===== src/rtl/core/nfgw_pkg.sv =====
// shared types and constants of the nibble frame buffer glyph writer
package nfgw_pkg;

  localparam int FRAME_WIDTH   = 256;
  localparam int FRAME_HEIGHT  = 64;
  localparam int GLYPH_COLUMNS = 5;
  localparam int GLYPH_ROWS    = 7;

  localparam int ROW_BYTES   = (FRAME_WIDTH + 1) / 2;
  localparam int STORE_BYTES = ROW_BYTES * FRAME_HEIGHT;
  localparam int ADDR_W      = $clog2(STORE_BYTES);

  // port widths fixed by the command format
  localparam int CMD_W   = 2;
  localparam int X_W     = 9;
  localparam int Y_W     = 7;
  localparam int GRAY_W  = 4;
  localparam int GLYPH_W = 35;
  localparam int INDEX_W = 13;
  localparam int BYTE_W  = 8;

  // pixel coordinate widths, wide enough for position plus glyph offset and frame size
  localparam int PX_W = 11;
  localparam int PY_W = 9;

  localparam int COL_W = (GLYPH_COLUMNS > 1) ? $clog2(GLYPH_COLUMNS) : 1;
  localparam int ROW_W = (GLYPH_ROWS > 1) ? $clog2(GLYPH_ROWS) : 1;

  // command queue between front and back
  localparam int QDEPTH  = 4;
  localparam int QPTR_W  = $clog2(QDEPTH);
  localparam int QCNT_W  = $clog2(QDEPTH + 1);

  typedef enum logic [CMD_W-1:0] {
    CMD_CLEAR = 2'd0,
    CMD_PIXEL = 2'd1,
    CMD_GLYPH = 2'd2,
    CMD_READ  = 2'd3
  } cmd_t;

  typedef enum logic [1:0] {
    OP_CLEAR,
    OP_PIXEL,
    OP_READ
  } op_kind_t;

  // one unit of work for the back end
  typedef struct packed {
    op_kind_t            kind;
    logic [ADDR_W-1:0]   addr;
    logic                odd;   // low nibble when set
    logic [GRAY_W-1:0]   gray;
    logic                zero;  // read beyond the store returns zero
  } op_t;

  typedef struct packed {
    logic valid;
    op_t  op;
  } q_push_t;

  typedef struct packed {
    logic full;
    logic empty;
  } q_stat_t;

  typedef struct packed {
    logic clearing;
  } back_stat_t;

endpackage


===== src/rtl/core/nfgw_front.sv =====
// command front end: accepts commands, clips pixels, expands glyphs into pixel ops
module nfgw_front (
  input  logic                          clk,
  input  logic                          rst,
  input  logic                          start,
  output logic                          busy,
  input  logic [nfgw_pkg::CMD_W-1:0]    command,
  input  logic [nfgw_pkg::X_W-1:0]      x_pos,
  input  logic [nfgw_pkg::Y_W-1:0]      y_pos,
  input  logic [nfgw_pkg::GRAY_W-1:0]   gray_level,
  input  logic [nfgw_pkg::GLYPH_W-1:0]  glyph_bits,
  input  logic [nfgw_pkg::INDEX_W-1:0]  read_index,
  input  nfgw_pkg::q_stat_t             q_stat,
  input  nfgw_pkg::back_stat_t          back_stat,
  output nfgw_pkg::q_push_t             q_push
);

  typedef enum logic {
    F_IDLE,
    F_GLYPH
  } fstate_t;

  fstate_t                        state;
  logic [nfgw_pkg::GLYPH_W-1:0]   g_bits;
  logic [nfgw_pkg::X_W-1:0]       g_x;
  logic [nfgw_pkg::Y_W-1:0]       g_y;
  logic [nfgw_pkg::GRAY_W-1:0]    g_gray;
  logic [nfgw_pkg::COL_W-1:0]     g_col;
  logic [nfgw_pkg::ROW_W-1:0]     g_row;

  logic                           accept;
  logic                           g_step;
  logic                           g_last;
  logic [nfgw_pkg::PX_W-1:0]      px;
  logic [nfgw_pkg::PY_W-1:0]      py;
  logic                           in_frame;
  logic [nfgw_pkg::ADDR_W-1:0]    pix_addr;

  assign busy   = (state == F_GLYPH) || q_stat.full || back_stat.clearing;
  assign accept = start && !busy;
  assign g_step = (state == F_GLYPH) && !q_stat.full;
  assign g_last = (g_col == nfgw_pkg::COL_W'(nfgw_pkg::GLYPH_COLUMNS - 1))
               && (g_row == nfgw_pkg::ROW_W'(nfgw_pkg::GLYPH_ROWS - 1));

  // pixel coordinates: from the glyph walk while a glyph is walked, from the ports otherwise
  always_comb begin
    if (state == F_GLYPH) begin
      px = nfgw_pkg::PX_W'(g_x) + nfgw_pkg::PX_W'(g_col);
      py = nfgw_pkg::PY_W'(g_y) + nfgw_pkg::PY_W'(g_row);
    end else begin
      px = nfgw_pkg::PX_W'(x_pos);
      py = nfgw_pkg::PY_W'(y_pos);
    end
  end

  assign in_frame = (px < nfgw_pkg::PX_W'(nfgw_pkg::FRAME_WIDTH))
                 && (py < nfgw_pkg::PY_W'(nfgw_pkg::FRAME_HEIGHT));
  assign pix_addr = nfgw_pkg::ADDR_W'(py) * nfgw_pkg::ADDR_W'(nfgw_pkg::ROW_BYTES)
                  + nfgw_pkg::ADDR_W'(px >> 1);

  always_comb begin
    q_push.valid   = 1'b0;
    q_push.op.kind = nfgw_pkg::OP_PIXEL;
    q_push.op.addr = pix_addr;
    q_push.op.odd  = px[0];
    q_push.op.gray = (state == F_GLYPH) ? g_gray : gray_level;
    q_push.op.zero = 1'b0;
    if (state == F_GLYPH) begin
      q_push.valid = g_step && g_bits[0] && in_frame;
    end else if (accept) begin
      unique case (nfgw_pkg::cmd_t'(command))
        nfgw_pkg::CMD_CLEAR: begin
          q_push.valid   = 1'b1;
          q_push.op.kind = nfgw_pkg::OP_CLEAR;
        end
        nfgw_pkg::CMD_PIXEL: begin
          q_push.valid = in_frame;
        end
        nfgw_pkg::CMD_GLYPH: begin
          q_push.valid = 1'b0;
        end
        nfgw_pkg::CMD_READ: begin
          q_push.valid   = 1'b1;
          q_push.op.kind = nfgw_pkg::OP_READ;
          q_push.op.addr = nfgw_pkg::ADDR_W'(read_index);
          q_push.op.zero = ({1'b0, read_index}
                            >= (nfgw_pkg::INDEX_W + 1)'(nfgw_pkg::STORE_BYTES));
        end
        default: begin
          q_push.valid = 1'b0;
        end
      endcase
    end
  end

  always_ff @(posedge clk) begin
    if (rst) begin
      state <= F_IDLE;
    end else begin
      unique case (state)
        F_IDLE: begin
          if (accept && (nfgw_pkg::cmd_t'(command) == nfgw_pkg::CMD_GLYPH)) begin
            state  <= F_GLYPH;
            g_bits <= glyph_bits;
            g_x    <= x_pos;
            g_y    <= y_pos;
            g_gray <= gray_level;
            g_col  <= '0;
            g_row  <= '0;
          end
        end
        F_GLYPH: begin
          if (g_step) begin
            g_bits <= g_bits >> 1;
            if (g_last) begin
              state <= F_IDLE;
            end else if (g_row == nfgw_pkg::ROW_W'(nfgw_pkg::GLYPH_ROWS - 1)) begin
              g_row <= '0;
              g_col <= g_col + 1'b1;
            end else begin
              g_row <= g_row + 1'b1;
            end
          end
        end
        default: begin
          state <= F_IDLE;
        end
      endcase
    end
  end

endmodule


===== config.mk =====
export PLATFORM = sky130hd
export DESIGN_NAME = nfgw_front
export DESIGN_NICKNAME = d
export VERILOG_FILES = /design/src/rtl/core/nfgw_pkg.sv /design/src/rtl/core/nfgw_front.sv
export SDC_FILE = /design/constraint.sdc
export NUM_CORES = 1
export LEC_CHECK = 0
export BUFFER_PORTS_ARGS = -buffer_cell sky130_fd_sc_hd__buf_2
export CAP_MARGIN = 20
export CORE_MARGIN = 1.5
export CORE_UTILIZATION = 48
export CTS_CLUSTER_DIAMETER = 50
export CTS_CLUSTER_SIZE = 24
export DETAILED_ROUTE_END_ITERATION = 10
export PLACE_DENSITY = 0.79
export SLEW_MARGIN = 5
export SYNTH_ARGS = -nofsm -noshare
export SYNTH_HDL_FRONTEND = slang
export SYNTH_SLANG_ARGS = --single-unit

===== constraint.sdc =====
create_clock -name clk -period 10.35 [get_ports clk]
set_input_delay 2.07 -clock clk [delete_from_list [all_inputs] [get_ports clk]]
set_output_delay 2.07 -clock clk [all_outputs]
set_load 0.02 [all_outputs]

Word-level counts from Yosys, hierarchy flattened
Index checks and enable logic that the tools add are counted.
{"block": "totals", "register_bits": 62, "input_bits": 76, "wordCells": 67, "out_inout_bits": 23}
{"block": "classes", "order_cmp": 2, "n_eq_ne": 9, "reduce_logical": 17, "add_sub_neg": 5, "n_mux": 25, "bitwise_logic": 2}
{"operator": "$mux W35", "count": 2}
{"operator": "$pmux W35 S2", "count": 1}
{"operator": "$mux W3", "count": 7}
{"operator": "$mux W16", "count": 1}
{"operator": "$mux W15", "count": 1}
{"operator": "$add A13 B10 Y13", "count": 1}
{"operator": "$mux W13", "count": 1}
{"operator": "$pmux W3 S2", "count": 2}
{"operator": "$lt A11 B9 Y1 const B", "count": 1}
{"operator": "$mux W11", "count": 1}
{"operator": "$add A9 B3 Y10", "count": 1}
{"operator": "$lt A9 B7 Y1 const B", "count": 1}
{"operator": "$mux W9", "count": 1}
{"operator": "$add A7 B3 Y8", "count": 1}
{"operator": "$logic_and A1 B1 Y1", "count": 7}
{"operator": "$add A3 B1 Y3 const B", "count": 2}
{"operator": "$eq A3 B3 Y1 const B", "count": 2}
{"operator": "$reduce_and A3 Y1", "count": 2}
{"operator": "$reduce_and A5 Y1", "count": 1}
{"operator": "$eq A2 B2 Y1 const B", "count": 2}
{"operator": "$mux W1", "count": 4}
{"operator": "$mux W4", "count": 1}
{"operator": "$ne A2 B1 Y1 const B", "count": 2}
{"operator": "$ne A2 B2 Y1 const B", "count": 2}
{"operator": "other kinds (10)", "count": 13}

Longest topological paths before layout
{"block": "depth", "ltp_word": 7, "mapped_depth": 12, "ltp_nobuf": 12}

Worst setup path after synthesis
No wires, ideal clock.
{"block": "synth_timing", "kind": "in2reg", "startpoint": "input port command[0] (netlist bit)", "endpoint": "register g_col[0] (netlist bit) (enable)", "t_required_ns": 10.038, "stages": 5, "n_path_buf": 0, "setup_ns": 0.312, "path_slack_ns": 4.702, "t_arrival_ns": 5.337, "path_cell_list": "inv_1 ha_1 a31oi_1 nor3_1 and3_1"}
{"block": "synth_via", "elab_chain_cells": 4}
{"element": "from (decl)", "line": "nfgw_front.sv:7", "source": "input logic [nfgw_pkg::CMD_W-1:0] command,"}
{"element": "$eq A2 B2 Y1", "line": "nfgw_front.sv:102", "source": "if (accept && (nfgw_pkg::cmd_t'(command) == nfgw_pkg::CMD_GLYPH)) begin"}
{"element": "$logic_and A1 B1 Y1", "line": "nfgw_front.sv:102"}
{"element": "$ne A2 B2 Y1 (no source line)"}
{"element": "$reduce_and A5 Y1 (no source line)"}
{"element": "to (signal assigned)", "line": "nfgw_front.sv:119", "source": "g_col <= g_col + 1'b1;"}
{"element": "to (decl)", "line": "nfgw_front.sv:28", "source": "logic [nfgw_pkg::COL_W-1:0] g_col;"}
No other way between the ends.
A chain may end at the register's enable or synchronous reset.

==> results by group <==
Worst setup path
  – Crit path max fanout: 3
  – Reg2reg end: g_x[0]
  – Crit path arrival time: roughly 3700 ps
  – CP Class: input port to output port
  – R2r setup slk: 8150 ps
  – CP endpoint: q_push[18]
  – Worst endpoint required time: 8280 ps
  – Worst Reg-to-Reg Cells: 4
  – Critical path endpoint category: output port
  – RR Startpoint: state
  – Launch point of the critical path: y_pos[1]
  – Setup crit start kind: input port

Clocking
  – CTS Buf Count: 9
  – # hold bufs at CTS: 0
  – Clock Pin Slew Worst Setup and Hold Paths: roughly 60 ps
  – Clk buf depth: 2
  – CTS tree: yes
  – Post-CTS setup buffers: 0
  – Clock root cell: clkbuf_8
  – Post_cts resized: 0
  – CTS Sinks: 62
  – Clk_lat worst skew: 340 ps
  – Htree depth: 3

Die
  – Core ar.: 6907 µm²
  – Rows: 30
  – Die H: 88.40 µm
  – Starting Density: 50.69%
  – Die width: 88.40 µm
  – I/O pins: 99
  – Die area: 7815 µm²

STA
  – Fmax achieved: 173.1 MHz
  – Final worst path period share: 55.81%
  – Final setup violation count: 0
  – Clk_skew: 5.583 ps
  – Unrepaired setup endpoints after global routing: false
  – Fin. Hold Viols: 0
  – Pins Over Slew Limit: 0
  – Slew margin rel.: 37.79%
  – Setup total negative slack: 0 ps
  – Slew @ Worst Pin: just over 900 ps
  – Period minus WS final: 5776 ps

Hold path
  – Hold WC Path Type: register to register
  – Hold Startpoint: g_bits[23]

Cells and area
  – Fin cells: 467
  – Layout cells sized above 1: 43.67%
  – Final #Nets: 461
  – Post-layout util: 61.87%
  – Finished Cell Area: approximately 4300 µm²
  – Area Growth Syn to Fin: 22.05%
  – Number of diodes: 0

Place
  – Dpl cells: 450
  – DP HPWL: between 5000 and 6000 µm
  – Gpl congestion: just under 0.8
  – Dpl cell area: 4051 µm²
  – PortBufs: 96

Logic synthesis
  – Mux cell area share after synthesis: 16.15%
  – Synth Instances: 268
  – Number of synthesized flops with an enable pin: between 60 and 70
  – Sequential element share of the synthesized area: between 50% and 60%
  – Synth Area in Simple Gates: between 10% and 20%
  – Mapped cell area: 3501 µm²
  – Main combinational cell family by area after synthesis: multiplexers
  – Synth Area in Compound Gates: 6.362%
  – Ys async rst share: 0%
  – Seq cells post-synth: 62
  – Syn_area_per_cell: 13.06 µm²
  – Synth Area in Adders: 7.434%
  – YS warnings: 0
  – Syn_nets: 363
  – Count of different cell masters after synthesis: 45
  – Xor and xnor area share after synthesis: ~3.3%
  – Ys flop type: edfxtp_1

Run status
  – Outcome: finished clean

Global route
  – Initial antenna violation count: 0
  – Pin count of the biggest net entering global routing: 87
  – Vias in the first global route: between 2000 and 2500
  – Global-route wire length before repair: about 11000 µm
  – GRT Total Usage: 18.96%
  – Overflow after GRT: 0

Routing
  – Met3 WL post-DR: between 200 and 300 µm
  – TritonRoute pass-1 iters: 5
  – Vias: 2412
  – DRT iter0 DRCs: 169
  – Highest metal used: met4
  – Post-DRT Antenna Nets: 0
  – Number of remaining DRC errors: 0
  – M1 wire length: 2936 µm
  – Drt via density: 5.165
  – Wire length per cell: ~15 µm
  – Final WL: 6927 µm
  – Met2 WL post-DR: 3587 µm

Power
  – Combinational share of power: 10.6%
  – Int Power: 0.4444 mW
  – Peak VDD IR: 0.00008910 V
  – Switching pwr: 0.1212 mW
  – Switching share of total power: 21.43%
  – Static Leak: around 1.7 nW
  – Flop pwr share: approximately half
  – Power per cell area: approximately 130 nW/µm²
  – Tot Pwr: 0.5655 mW
  – Clock Power Share: 39.6%

Flow run
  – Max-cap violations: 0
-- Yosys cell counts (3+ instances only) --
library cell	instances	area share, %
a211oi_1	3	0.64
mux2_2	44	14
nor2b_1	5	0.89
edfxtp_1	61	52
nand2_1	14	1.5
nand3_1	5	0.71
xor2_1	3	0.75
a21oi_1	17	2.4
inv_1	6	0.64
buf_2	7	1.0
o21ai_0	4	0.57
nor2_1	17	1.8
xnor2_1	10	2.5
nor3_1	5	0.71
nand3b_1	3	0.64
mux2i_1	7	2.0
and3_1	3	0.54
fa_1	3	1.7
and2_1	6	1.1
ha_1	16	5.7
-- flip-flops by register name, summed over array words and instances (netlist names) --
register	cells
g_bits	35
g_col	3
g_gray	4
g_row	3
g_x	9
g_y	7
state	1
-- per-layer routing --
layer | global-route usage (%) | up-vias
li1 | - | 1195
met5 | 0 | -
met2 | 31.58 | 50
met4 | 7.244 | 0
met3 | 6.343 | 10
met1 | 22.90 | 1157
-- metrics by stage --
step | setup slack, ps | hold WS [ps]
CTS | 4570 | 553.0
detailed placement | 4590 | 532.3
global route | 4432 | 563.5
finish | 4574 | 551.1
floorplan | 4702 | 523.2
global placement | 4587 | 524.6
-- worst min-delay path by stage --
| stage | slack [ps] | to | cells past startpoint |
|---|---|---|---|
| final | 550 | g_bits[22] | 1 |
| after global routing | 560 | g_bits[22] | 1 |
| after CTS | 550 | g_bits[17] | 1 |
| after detailed placement | 530 | g_bits[33] | 1 |
| after global placement | 520 | g_bits[13] | 1 |
| after floorplan | 520 | g_bits[0] | 1 |
-- power by group through the flow --
stage / Combinational [mW] / Sequential (mW) / Clock (mW)
2_1_floorplan: 0.0364 / 0.285 / 0
3_3_place_gp: 0.0583 / 0.287 / 0
3_5_place_dp: 0.0601 / 0.287 / 0
4_1_cts: 0.0604 / 0.282 / 0.230
5_1_grt: 0.0656 / 0.282 / 0.242
6_report: 0.0598 / 0.282 / 0.224
-- cell families (layout without fill, tap and decap cells) --
| group | after synthesis | count (layout) |
|---|---|---|
| flip-flops | 62 | 62 |
| multiplexers | 51 | 51 |
| XOR/XNOR | 13 | 13 |
| buffers and inverters | 17 | 120 |
| other | 1 | 1 |
| AND/OR/NAND/NOR | 70 | 70 |
| adder cells (fa/ha/maj) | 19 | 19 |
| AO/OA/AOI/OAI | 35 | 35 |
-- critical path: stages --
cell	delay, ps
buf_2	110
mux2_2	290
ha_1	280
a21oi_1	60
a211o_1	270
o311ai_0	330
nand3_1	100
buf_2	180
-- placed cells by master (no fill, tap or decap), types with 5 or more instances in the layout --
| cell | n |
|---|---|
| nand2_1 | 14 |
| ha_1 | 16 |
| mux2i_1 | 7 |
| nor2_1 | 16 |
| nand3_1 | 5 |
| mux2_2 | 44 |
| xnor2_1 | 10 |
| buf_2 | 96 |
| a21oi_1 | 17 |
| nor2b_1 | 5 |
| and2_1 | 6 |
| inv_1 | 6 |
| edfxtp_1 | 61 |
| clkbuf_8 | 9 |
-- area by class of cell --
cell class | count | area [µm²]
Sequential cell | 62 | 1856
Clock inverter | 4 | 71.32
Clock buffer | 12 | 135.1
Tap cell | 96 | 120.1
Timing Repair Buffer | 98 | 503.0
Multi-Input combinational cell | 189 | 1565
Fill cell | 626 | 2634
Inverter | 6 | 22.52
Note: power is estimated with default switching activity, not from simulation.
