**config.mk**
```make
export PLATFORM = sky130hd
export DESIGN_NAME = nfgw_queue
export DESIGN_NICKNAME = d
export VERILOG_FILES = /design/src/rtl/core/nfgw_pkg.sv /design/src/rtl/core/nfgw_queue.sv
export SDC_FILE = /design/constraint.sdc
export NUM_CORES = 1
export LEC_CHECK = 0
export ABC_AREA = 1
export BUFFER_PORTS_ARGS = -buffer_cell sky130_fd_sc_hd__buf_4
export CORE_ASPECT_RATIO = 0.75
export CORE_MARGIN = 4
export CORE_UTILIZATION = 57
export DETAILED_ROUTE_END_ITERATION = 8
export PLACE_DENSITY = 0.79
export REMOVE_ABC_BUFFERS = 1
export SYNTH_ARGS = -nofsm -noshare
export SYNTH_HDL_FRONTEND = slang
export SYNTH_SLANG_ARGS = --single-unit
```
**constraint.sdc**
```tcl
create_clock -name clk -period 2.46 [get_ports clk]
set_input_delay 0.492 -clock clk [delete_from_list [all_inputs] [get_ports clk]]
set_output_delay 0.492 -clock clk [all_outputs]
set_load 0.01 [all_outputs]
```
**src/rtl/core/nfgw_pkg.sv**
```systemverilog
// shared types and constants of the nibble frame buffer glyph writer
package nfgw_pkg;

  localparam int FRAME_WIDTH   = 256;
  localparam int FRAME_HEIGHT  = 64;
  localparam int GLYPH_COLUMNS = 5;
  localparam int GLYPH_ROWS    = 7;

  localparam int ROW_BYTES   = (FRAME_WIDTH + 1) / 2;
  localparam int STORE_BYTES = ROW_BYTES * FRAME_HEIGHT;
  localparam int ADDR_W      = $clog2(STORE_BYTES);

  // port widths fixed by the command format
  localparam int CMD_W   = 2;
  localparam int X_W     = 9;
  localparam int Y_W     = 7;
  localparam int GRAY_W  = 4;
  localparam int GLYPH_W = 35;
  localparam int INDEX_W = 13;
  localparam int BYTE_W  = 8;

  // pixel coordinate widths, wide enough for position plus glyph offset and frame size
  localparam int PX_W = 11;
  localparam int PY_W = 9;

  localparam int COL_W = (GLYPH_COLUMNS > 1) ? $clog2(GLYPH_COLUMNS) : 1;
  localparam int ROW_W = (GLYPH_ROWS > 1) ? $clog2(GLYPH_ROWS) : 1;

  // command queue between front and back
  localparam int QDEPTH  = 4;
  localparam int QPTR_W  = $clog2(QDEPTH);
  localparam int QCNT_W  = $clog2(QDEPTH + 1);

  typedef enum logic [CMD_W-1:0] {
    CMD_CLEAR = 2'd0,
    CMD_PIXEL = 2'd1,
    CMD_GLYPH = 2'd2,
    CMD_READ  = 2'd3
  } cmd_t;

  typedef enum logic [1:0] {
    OP_CLEAR,
    OP_PIXEL,
    OP_READ
  } op_kind_t;

  // one unit of work for the back end
  typedef struct packed {
    op_kind_t            kind;
    logic [ADDR_W-1:0]   addr;
    logic                odd;   // low nibble when set
    logic [GRAY_W-1:0]   gray;
    logic                zero;  // read beyond the store returns zero
  } op_t;

  typedef struct packed {
    logic valid;
    op_t  op;
  } q_push_t;

  typedef struct packed {
    logic full;
    logic empty;
  } q_stat_t;

  typedef struct packed {
    logic clearing;
  } back_stat_t;

endpackage

```
**src/rtl/core/nfgw_queue.sv**
```systemverilog
// short fifo of work ops between front and back
module nfgw_queue (
  input  logic                 clk,
  input  logic                 rst,
  input  nfgw_pkg::q_push_t    q_push,
  input  logic                 pop,
  output nfgw_pkg::op_t        head,
  output nfgw_pkg::q_stat_t    q_stat
);

  nfgw_pkg::op_t                 entries [nfgw_pkg::QDEPTH];
  logic [nfgw_pkg::QPTR_W-1:0]   wr_ptr;
  logic [nfgw_pkg::QPTR_W-1:0]   rd_ptr;
  logic [nfgw_pkg::QCNT_W-1:0]   count;
  logic                          do_push;
  logic                          do_pop;

  assign q_stat.full  = (count == nfgw_pkg::QCNT_W'(nfgw_pkg::QDEPTH));
  assign q_stat.empty = (count == '0);
  assign do_push      = q_push.valid && !q_stat.full;
  assign do_pop       = pop && !q_stat.empty;
  assign head         = entries[rd_ptr];

  always_ff @(posedge clk) begin
    if (do_push) begin
      entries[wr_ptr] <= q_push.op;
    end
  end

  always_ff @(posedge clk) begin
    if (rst) begin
      wr_ptr <= '0;
      rd_ptr <= '0;
      count  <= '0;
    end else begin
      if (do_push) begin
        wr_ptr <= wr_ptr + 1'b1;
      end
      if (do_pop) begin
        rd_ptr <= rd_ptr + 1'b1;
      end
      if (do_push && !do_pop) begin
        count <= count + 1'b1;
      end else if (do_pop && !do_push) begin
        count <= count - 1'b1;
      end
    end
  end

endmodule

```
-- After elaboration in Yosys (flattened, before gate mapping)
Memory sizes are Yosys's and may differ from the RTL's. A register that Yosys moved wholly into a read port is not among the register bits.
Index checks and enable logic that the tools add are counted.
- flip-flop bits (word level): 7
- memory bits (writable): 84
- input port bits: 25
- output and inout port bits: 23
- word-level logic and storage cells: 25
- memories: 1
- memory list (name ; words ; bits a word ; rd ports ; clocked after Yosys merged registers in ; wr ports ; RTL line ; source):
    entries ; 4 ; 21 ; 1 ; 1 ; 1 ; nfgw_queue.sv:11 ; nfgw_pkg::op_t entries [nfgw_pkg::QDEPTH];
- add/sub/neg operators: 4
- equality and inequality tests: 1
- mux-type cells: 6
- reductions and logical operators: 10
- operators with widths (cell ; number):
    $mux 3 ; 2
    $add 2x1->2 const B ; 2
    $logic_and 1x1->1 ; 4
    $logic_not 1->1 ; 4
    $mux 2 ; 2
    $add 3x1->3 const B ; 1
    $eq 3x3->1 const B ; 1
    $logic_not 3->1 ; 1
    $sub 3x1->3 const B ; 1
    $mux 1 ; 2
    $reduce_bool 2->1 ; 1

-- Longest topological paths before layout
Gate-level depths: netlist of run 1.
- depth after elaboration: 7
- mapped depth: 13
- gate-level depth less buffers: 13

-- Worst setup path after synthesis of run 1
Ideal clock, no wire load.
- path kind: reg2reg
- start point: reg count[0] (netlist bit)
- end point: mem entries[0][0] (netlist bit) (enable)
- library setup time: 0.399 ns
- arrival time: 1.521 ns
- slack: 0.540 ns
- stages on the path, launching flop included: 5
- path buffers: 0
- clock period less this slack: 1.920 ns
- cells stage by stage: dfxtp_1 nor2_4 nand2_4 nand2_4 nor2_1
- longest elaborated chain between the ends: 5
- RTL lines (what ; RTL line ; source):
    start, declared ; nfgw_queue.sv:14 ; logic [nfgw_pkg::QCNT_W-1:0] count;
    start signal, assigned ; nfgw_queue.sv:43 ; count <= count + 1'b1;
    start signal, assigned ; nfgw_queue.sv:45 ; count <= count - 1'b1;
    $eq 3x3->1 ; nfgw_queue.sv:18 ; assign q_stat.full = (count == nfgw_pkg::QCNT_W'(nfgw_pkg::QDEPTH));
    $logic_not 1->1 ; nfgw_queue.sv:20 ; assign do_push = q_push.valid && !q_stat.full;
    $logic_and 1x1->1 ; nfgw_queue.sv:20 ;
    $mux 1 ; nfgw_queue.sv:25 ; if (do_push) begin
    $mux 1 (not written as such) ; nfgw_queue.sv:26 ; entries[wr_ptr] <= q_push.op;
    end, declared ; nfgw_queue.sv:11 ;
Every way passes these cells.

==> run metrics, run 1 <==
cell taking the most area after synthesis edfxtp_1; Via Count 2222; nets@finish roughly 360; R2R Setup Slk around 0.65 ns; most frequent CP cell buf_4; placed inst area around 4100 µm²; count of buffers from port buffering between 40 and 50; Site Rows 25; Final Critical Period around 2.1 ns; Slowest-stage cell, CP dfxtp_1; final slew viol count 0; YS warnings 0; gpl congestion 0.7502; most frequent cells in the layout 84 x edfxtp_1, 55 x buf_4, 48 x nor2_1; Worst-path clk slew 0.09 ns; Cell variety after synth 24; Post-synth EDFFs between 80 and 90; area delta synth->final 17.60%; fmax 469.3 MHz; Num Clock Sinks slightly above 90; Clock Latency Late Sink roughly 0.36 ns; min setup slack post-route 0.3291 ns; Worst Max-Slew Pin Slew about 0.39 ns; fin crit share 0.8662; CTS tree yes; most common cell after layout, fill and taps aside edfxtp_1; Global Route Usage Sum 0.1754; CP Cell Sequence buf_4, o21ai_0, o22ai_1, buf_4; synthesized instance count 274; Design Area, Final about 4300 µm²; Mapped Avg Cell Area ~13 µm²; Core Box Area approximately 6300 µm²; total power 4.449 mW; Final setup viols 0; vias in the first global route 2101; Routed Antenna Nets 0; Antenna Cells 0; main area contributors after synthesis edfxtp_1 68%, nor2_1 5.3%, dfxtp_1 4.9%; status complete, no violations; H-tree depth 3; CP Data Required Time 1.97 ns; post-route setup TNS 0 ns; Hold Fails Final Rpt 0; Worst Skew 0.01156 ns; CP Data Arrival Time between 1.5 and 2 ns; CTS Hold Bufs 0; post-synthesis cell area 3690 µm²; CTS root buf clkbuf_8; WHS Path Cells 1; CP max FO 13; Main synth FF type edfxtp_1; DIE AREA between 7000 and 8000 µm²; largest net degree at the start of global routing 43; Lkg Pwr 1.609 nW; DRC Markers 0; total gr overflow 0; CTS Buf Count 9; pwr/cell area 1025 nW/µm²; global-route wire length before repair 10190 µm; Yosys top cell area share 0.6836; cts repair resizes 0; number of max-cap violations 0; FF-to-FF path depth 13; Crit path largest cell delay 0.53 ns; Hold Path Class primary input to register; FILL cells 449; Slew Limit Headroom 0.7376; Pre-antenna DRT Iters 4; wire per inst approximately 16 µm; Post-synth ARST share 0; dpl hpwl between 4000 and 5000 µm; unrepaired setup endpoints after global routing no; Worst VDD drop around 0.57 mV; Starting Density 0.5869; sequential area share after synthesis 0.7325; initial antenna violation count 0; DIE WIDTH 100.9 µm; Die Y between 70 and 80 µm; vias per cell 5.380; Synth Register Bits slightly above 90; share of post-route cells with drive strength above 1 0.2651; clock tree buffer depth 2; Ports 48; Iter 0 DRT Violations 120; setup repair bufs after CTS 0; crit path launch type register; Worst Setup Slack post-DPL 0.6346 ns; crit path capture type output pin; Routed Wire Length roughly 6600 µm; critical path class register to output pin
## sequential cells by signal, indices dropped and copies added, names as in the netlist, named ones only
| signal | count |
|---|---|
| entries | 84 |
| count | 3 |
| rd_ptr | 2 |
| wr_ptr | 2 |
## worst paths after layout
| kind | from | endpoint |
|---|---|---|
| max | register | head[2] |
| min | q_push[6] | entries[3][6] |
| max reg2reg | count[0] | count[2] |
| min reg2reg | rd_ptr[0] | rd_ptr[0] |
## critical path: cells and delay by family (launching register included)
family          cells  cell delay, ns
flops               1            0.53
compound gates      2            0.33
buf+inv             2            0.42
## synth_stat cells (5+ instances only)
master and n:
buf_6 7, nand2_1 10, edfxtp_1 84, inv_1 14, ha_1 5, dfxtp_1 9
nor2_1 52, o21ai_1 24, o21ai_0 19, o22ai_1 20
## final cells by class
type	instances	area [µm²]	share of cell area
inverter	18	72.57	0.01672
clock inverter	6	111.4	0.02566
tap	81	101.3	0.02336
timing repair buffer	55	412.9	0.09516
multi-input combinational	150	810.8	0.1869
sequential	93	2703	0.6228
clock buffer	10	127.6	0.02941
## stage by stage
| step | util | std cells | hold WS (ns) |
|---|---|---|---|
| after global placement | 0.6521 | 397 | 0.4802 |
| after detailed placement | 0.6521 | 397 | 0.4855 |
| after global routing | 0.6901 | 413 | 0.3078 |
| after CTS | 0.6901 | 413 | 0.3147 |
| after floorplan | - | 261 | 0.4585 |
| final | 0.6901 | 413 | 0.3286 |
## logic make-up (layout without fill, tap and decap cells)
group                      count (synthesis)  after routing  share of synthesized area
DFF                                       93             93                     0.7325
and+or+nand+nor                           76             76                    0.09258
AOI/OAI and AO/OA                         67             67                    0.09969
buffers and inverters                     31             89                    0.05053
adders and majority gates                  6              6                    0.02238
xor gates and xnor gates                   1              1                   0.002374
## power breakdown
| group | switching, mW | internal (mW) |
|---|---|---|
| combinational | 0.749 | 0.520 |
| sequential | 0.0866 | 1.92 |
| clock | 0.495 | 0.675 |
## per-layer routing
layer / wire length [µm] / GRT usage / part of all wire
met5: 0 / 0 / 0
met4: 82 / 0.03984 / 0.012
met3: 475 / 0.06739 / 0.072
met2: 3147 / 0.2773 / 0.47
met1: 2927 / 0.2319 / 0.44
Power figures use the tool's default switching activity.
==> run 2, diff against run 1 <==
--- a/config.mk
+++ b/config.mk
@@ -10,6 +10,7 @@
 export CORE_ASPECT_RATIO = 0.75
 export CORE_MARGIN = 4
 export CORE_UTILIZATION = 57
+export CTS_BUF_LIST = sky130_fd_sc_hd__clkbuf_4
 export DETAILED_ROUTE_END_ITERATION = 8
 export PLACE_DENSITY = 0.79
 export REMOVE_ABC_BUFFERS = 1
==> run 2 against run 1 <==
  * Sequential cell count did not move
  * Combinational power barely moved
  * Utilization shrank 0.84 points
  * Critical path depth unchanged
  * Sequential share of layout area is 0.76 points higher
  * Global-route usage grew 0.20 points
  * Total power shrank 4.0%
  * Setup slack worse by 0.087 ns
  * Non-clock buffer count unchanged
  * Hold slack got worse by 0.073 ns
  * Final cell count is the same
==> run metrics, run 2 (same netlist as run 1, synthesis figures left out) <==
post-route setup TNS 0 ns (unchanged); Die Y 77.68 µm (unchanged); FILL cells 460 (+2.4%); area delta synth->final 16.17%; Largest register FFs 84 (unchanged); non-filler instance count after layout 413 (unchanged); Core Box Area 6287 µm² (unchanged); fin crit share 0.9017 (+0.03545); largest net degree at the start of global routing 43 (unchanged); CTS root buf clkbuf_4; number of max-cap violations 0 (unchanged); Clock Latency Late Sink 0.42 ns (+0.06 ns); Num Clock Sinks 93 (unchanged); Via Count 2247 (+1.1%); Worst Setup Slack post-DPL 0.6346 ns (unchanged); Routed Wire Length 6707 µm (+1.1%); CP Data Arrival Time 1.73 ns (+0.09 ns); DIE AREA 7838 µm² (unchanged); CP Data Required Time 1.97 ns (about the same); status complete, no violations; Global Route Usage Sum 0.1774 (+0.001970); min setup slack post-route 0.2419 ns (-0.08721 ns); most flop-heavy register entries; Hold Path Class primary input to register; critical path class register to output pin; Ports 48 (unchanged); Lkg Pwr 1.589 nW (-1.2%); vias per cell 5.441 (+1.1%); Starting Density 0.5869 (unchanged); Worst-path clk slew 0.14 ns (+0.05 ns); global-route wire length before repair 10340 µm (+1.5%); cts repair resizes 0 (unchanged); Worst VDD drop 0.6574 mV (+15%); CTS tree yes; crit path capture type output pin; top flop regs entries: 84 flops, count: 3 flops; clock tree buffer depth 2 (unchanged); DIE WIDTH 100.9 µm (unchanged); CTS Hold Bufs 0 (unchanged); fmax 450.8 MHz (-3.9%); gpl congestion 0.7502 (unchanged); DRC Markers 0 (unchanged); count of buffers from port buffering 47 (unchanged); Site Rows 25 (unchanged); placed cells 397 (unchanged); wire per inst 16.24 µm (+1.1%); Slowest-stage cell, CP dfxtp_1; pwr/cell area 996.2 nW/µm² (-2.8%); Final setup viols 0 (unchanged); CTS Buf Count 9 (unchanged); unrepaired setup endpoints after global routing no; Crit path largest cell delay 0.44 ns (-0.09 ns); Routed Antenna Nets 0 (unchanged); CP Cell Sequence inv_2, o21ai_0, o22ai_1, buf_4; Slew Limit Headroom 0.7270 (-0.01062); setup repair bufs after CTS 0 (unchanged); Antenna Cells 0 (unchanged); hold slack 0.2555 ns (-0.07318 ns); crit path launch type register; Iter 0 DRT Violations 133 (+11%); H-tree depth 3 (unchanged); share of post-route cells with drive strength above 1 0.2681 (+0.003012); Worst Max-Slew Pin Slew 0.4089 ns (+0.01591 ns); most frequent cells in the layout 84 x edfxtp_1, 55 x buf_4, 48 x nor2_1; Hold Fails Final Rpt 0 (unchanged); final slew viol count 0 (unchanged); Crit path max-delay family buffers and inverters; most common cell after layout, fill and taps aside edfxtp_1; Final Critical Period 2.218 ns (+0.08721 ns); Pre-antenna DRT Iters 4 (unchanged); CP max FO 21 (+8); initial antenna violation count 0 (unchanged); dpl hpwl 4114 µm (unchanged); nets@finish 358 (unchanged); vias in the first global route 2115 (+0.67%); total gr overflow 0 (unchanged); CP bufs+invs 2 (unchanged); Worst Skew 0.01535 ns (+0.003789 ns); total power 4.270 mW (-4.0%)
## run 2: cell counts in the layout (fill, tap and decap cells not counted)
Identical to the previous run, type by type.
## run 2: routing by layer
metal	GRT usage	vias to the layer above	wire length, µm
met5	0	-	0
met4	0.04781	0	57
met3	0.05930	6	473
met2	0.2838	62	3244
met1	0.2339	1089	2932
li1	-	1090	-
## run 2: layout make-up
type	instances	area, µm²	area share
flip-flops and latches	93	2703	0.6305
multi-input cells	150	810.8	0.1891
repair buffers	55	412.9	0.09632
clock inverters	6	111.4	0.02598
well taps	81	101.3	0.02364
clock buffers	10	75.07	0.01751
inverters	18	72.57	0.01693
## run 2: path summary, 6_finish.rpt
path | slack (ns) | end | startpoint | cells after the start
worst min-delay path | 0.26 | entries[3][6] | q_push[6] | 1
worst min register to register | 0.51 | rd_ptr[0] | rd_ptr[0] | 2
worst max-delay path | 0.24 | head[5] | register | 4
worst max register to register | 0.65 | count[2] | count[0] | 13
## run 2: worst reg2reg max path, stage by stage, from the launching register on
cell	delay (ns)
dfxtp_1	0.47
nor2_4	0.08
nand2_4	0.09
nand2_4	0.08
inv_2	0.09
ha_1	0.16
inv_1	0.06
fa_1	0.38
inv_1	0.06
nand2_1	0.05
nand3_1	0.08
nand2_1	0.06
nand2_1	0.05
nor2_1	0.04
## run 2: through the flow
stage	util	instance area [µm²]
after detailed placement	0.6521	4100
after CTS	0.6818	4287
after global placement	0.6521	4100
after floorplan	-	3576
final	0.6818	4287
after global routing	0.6818	4287
## run 2: where the power goes
| part | switching (mW) | leakage [nW] | total, mW | internal, mW |
|---|---|---|---|---|
| clock | 0.469 | 0.0966 | 0.995 | 0.526 |
| combinational | 0.745 | 0.649 | 1.27 | 0.520 |
| sequential | 0.0876 | 0.844 | 2.01 | 1.92 |
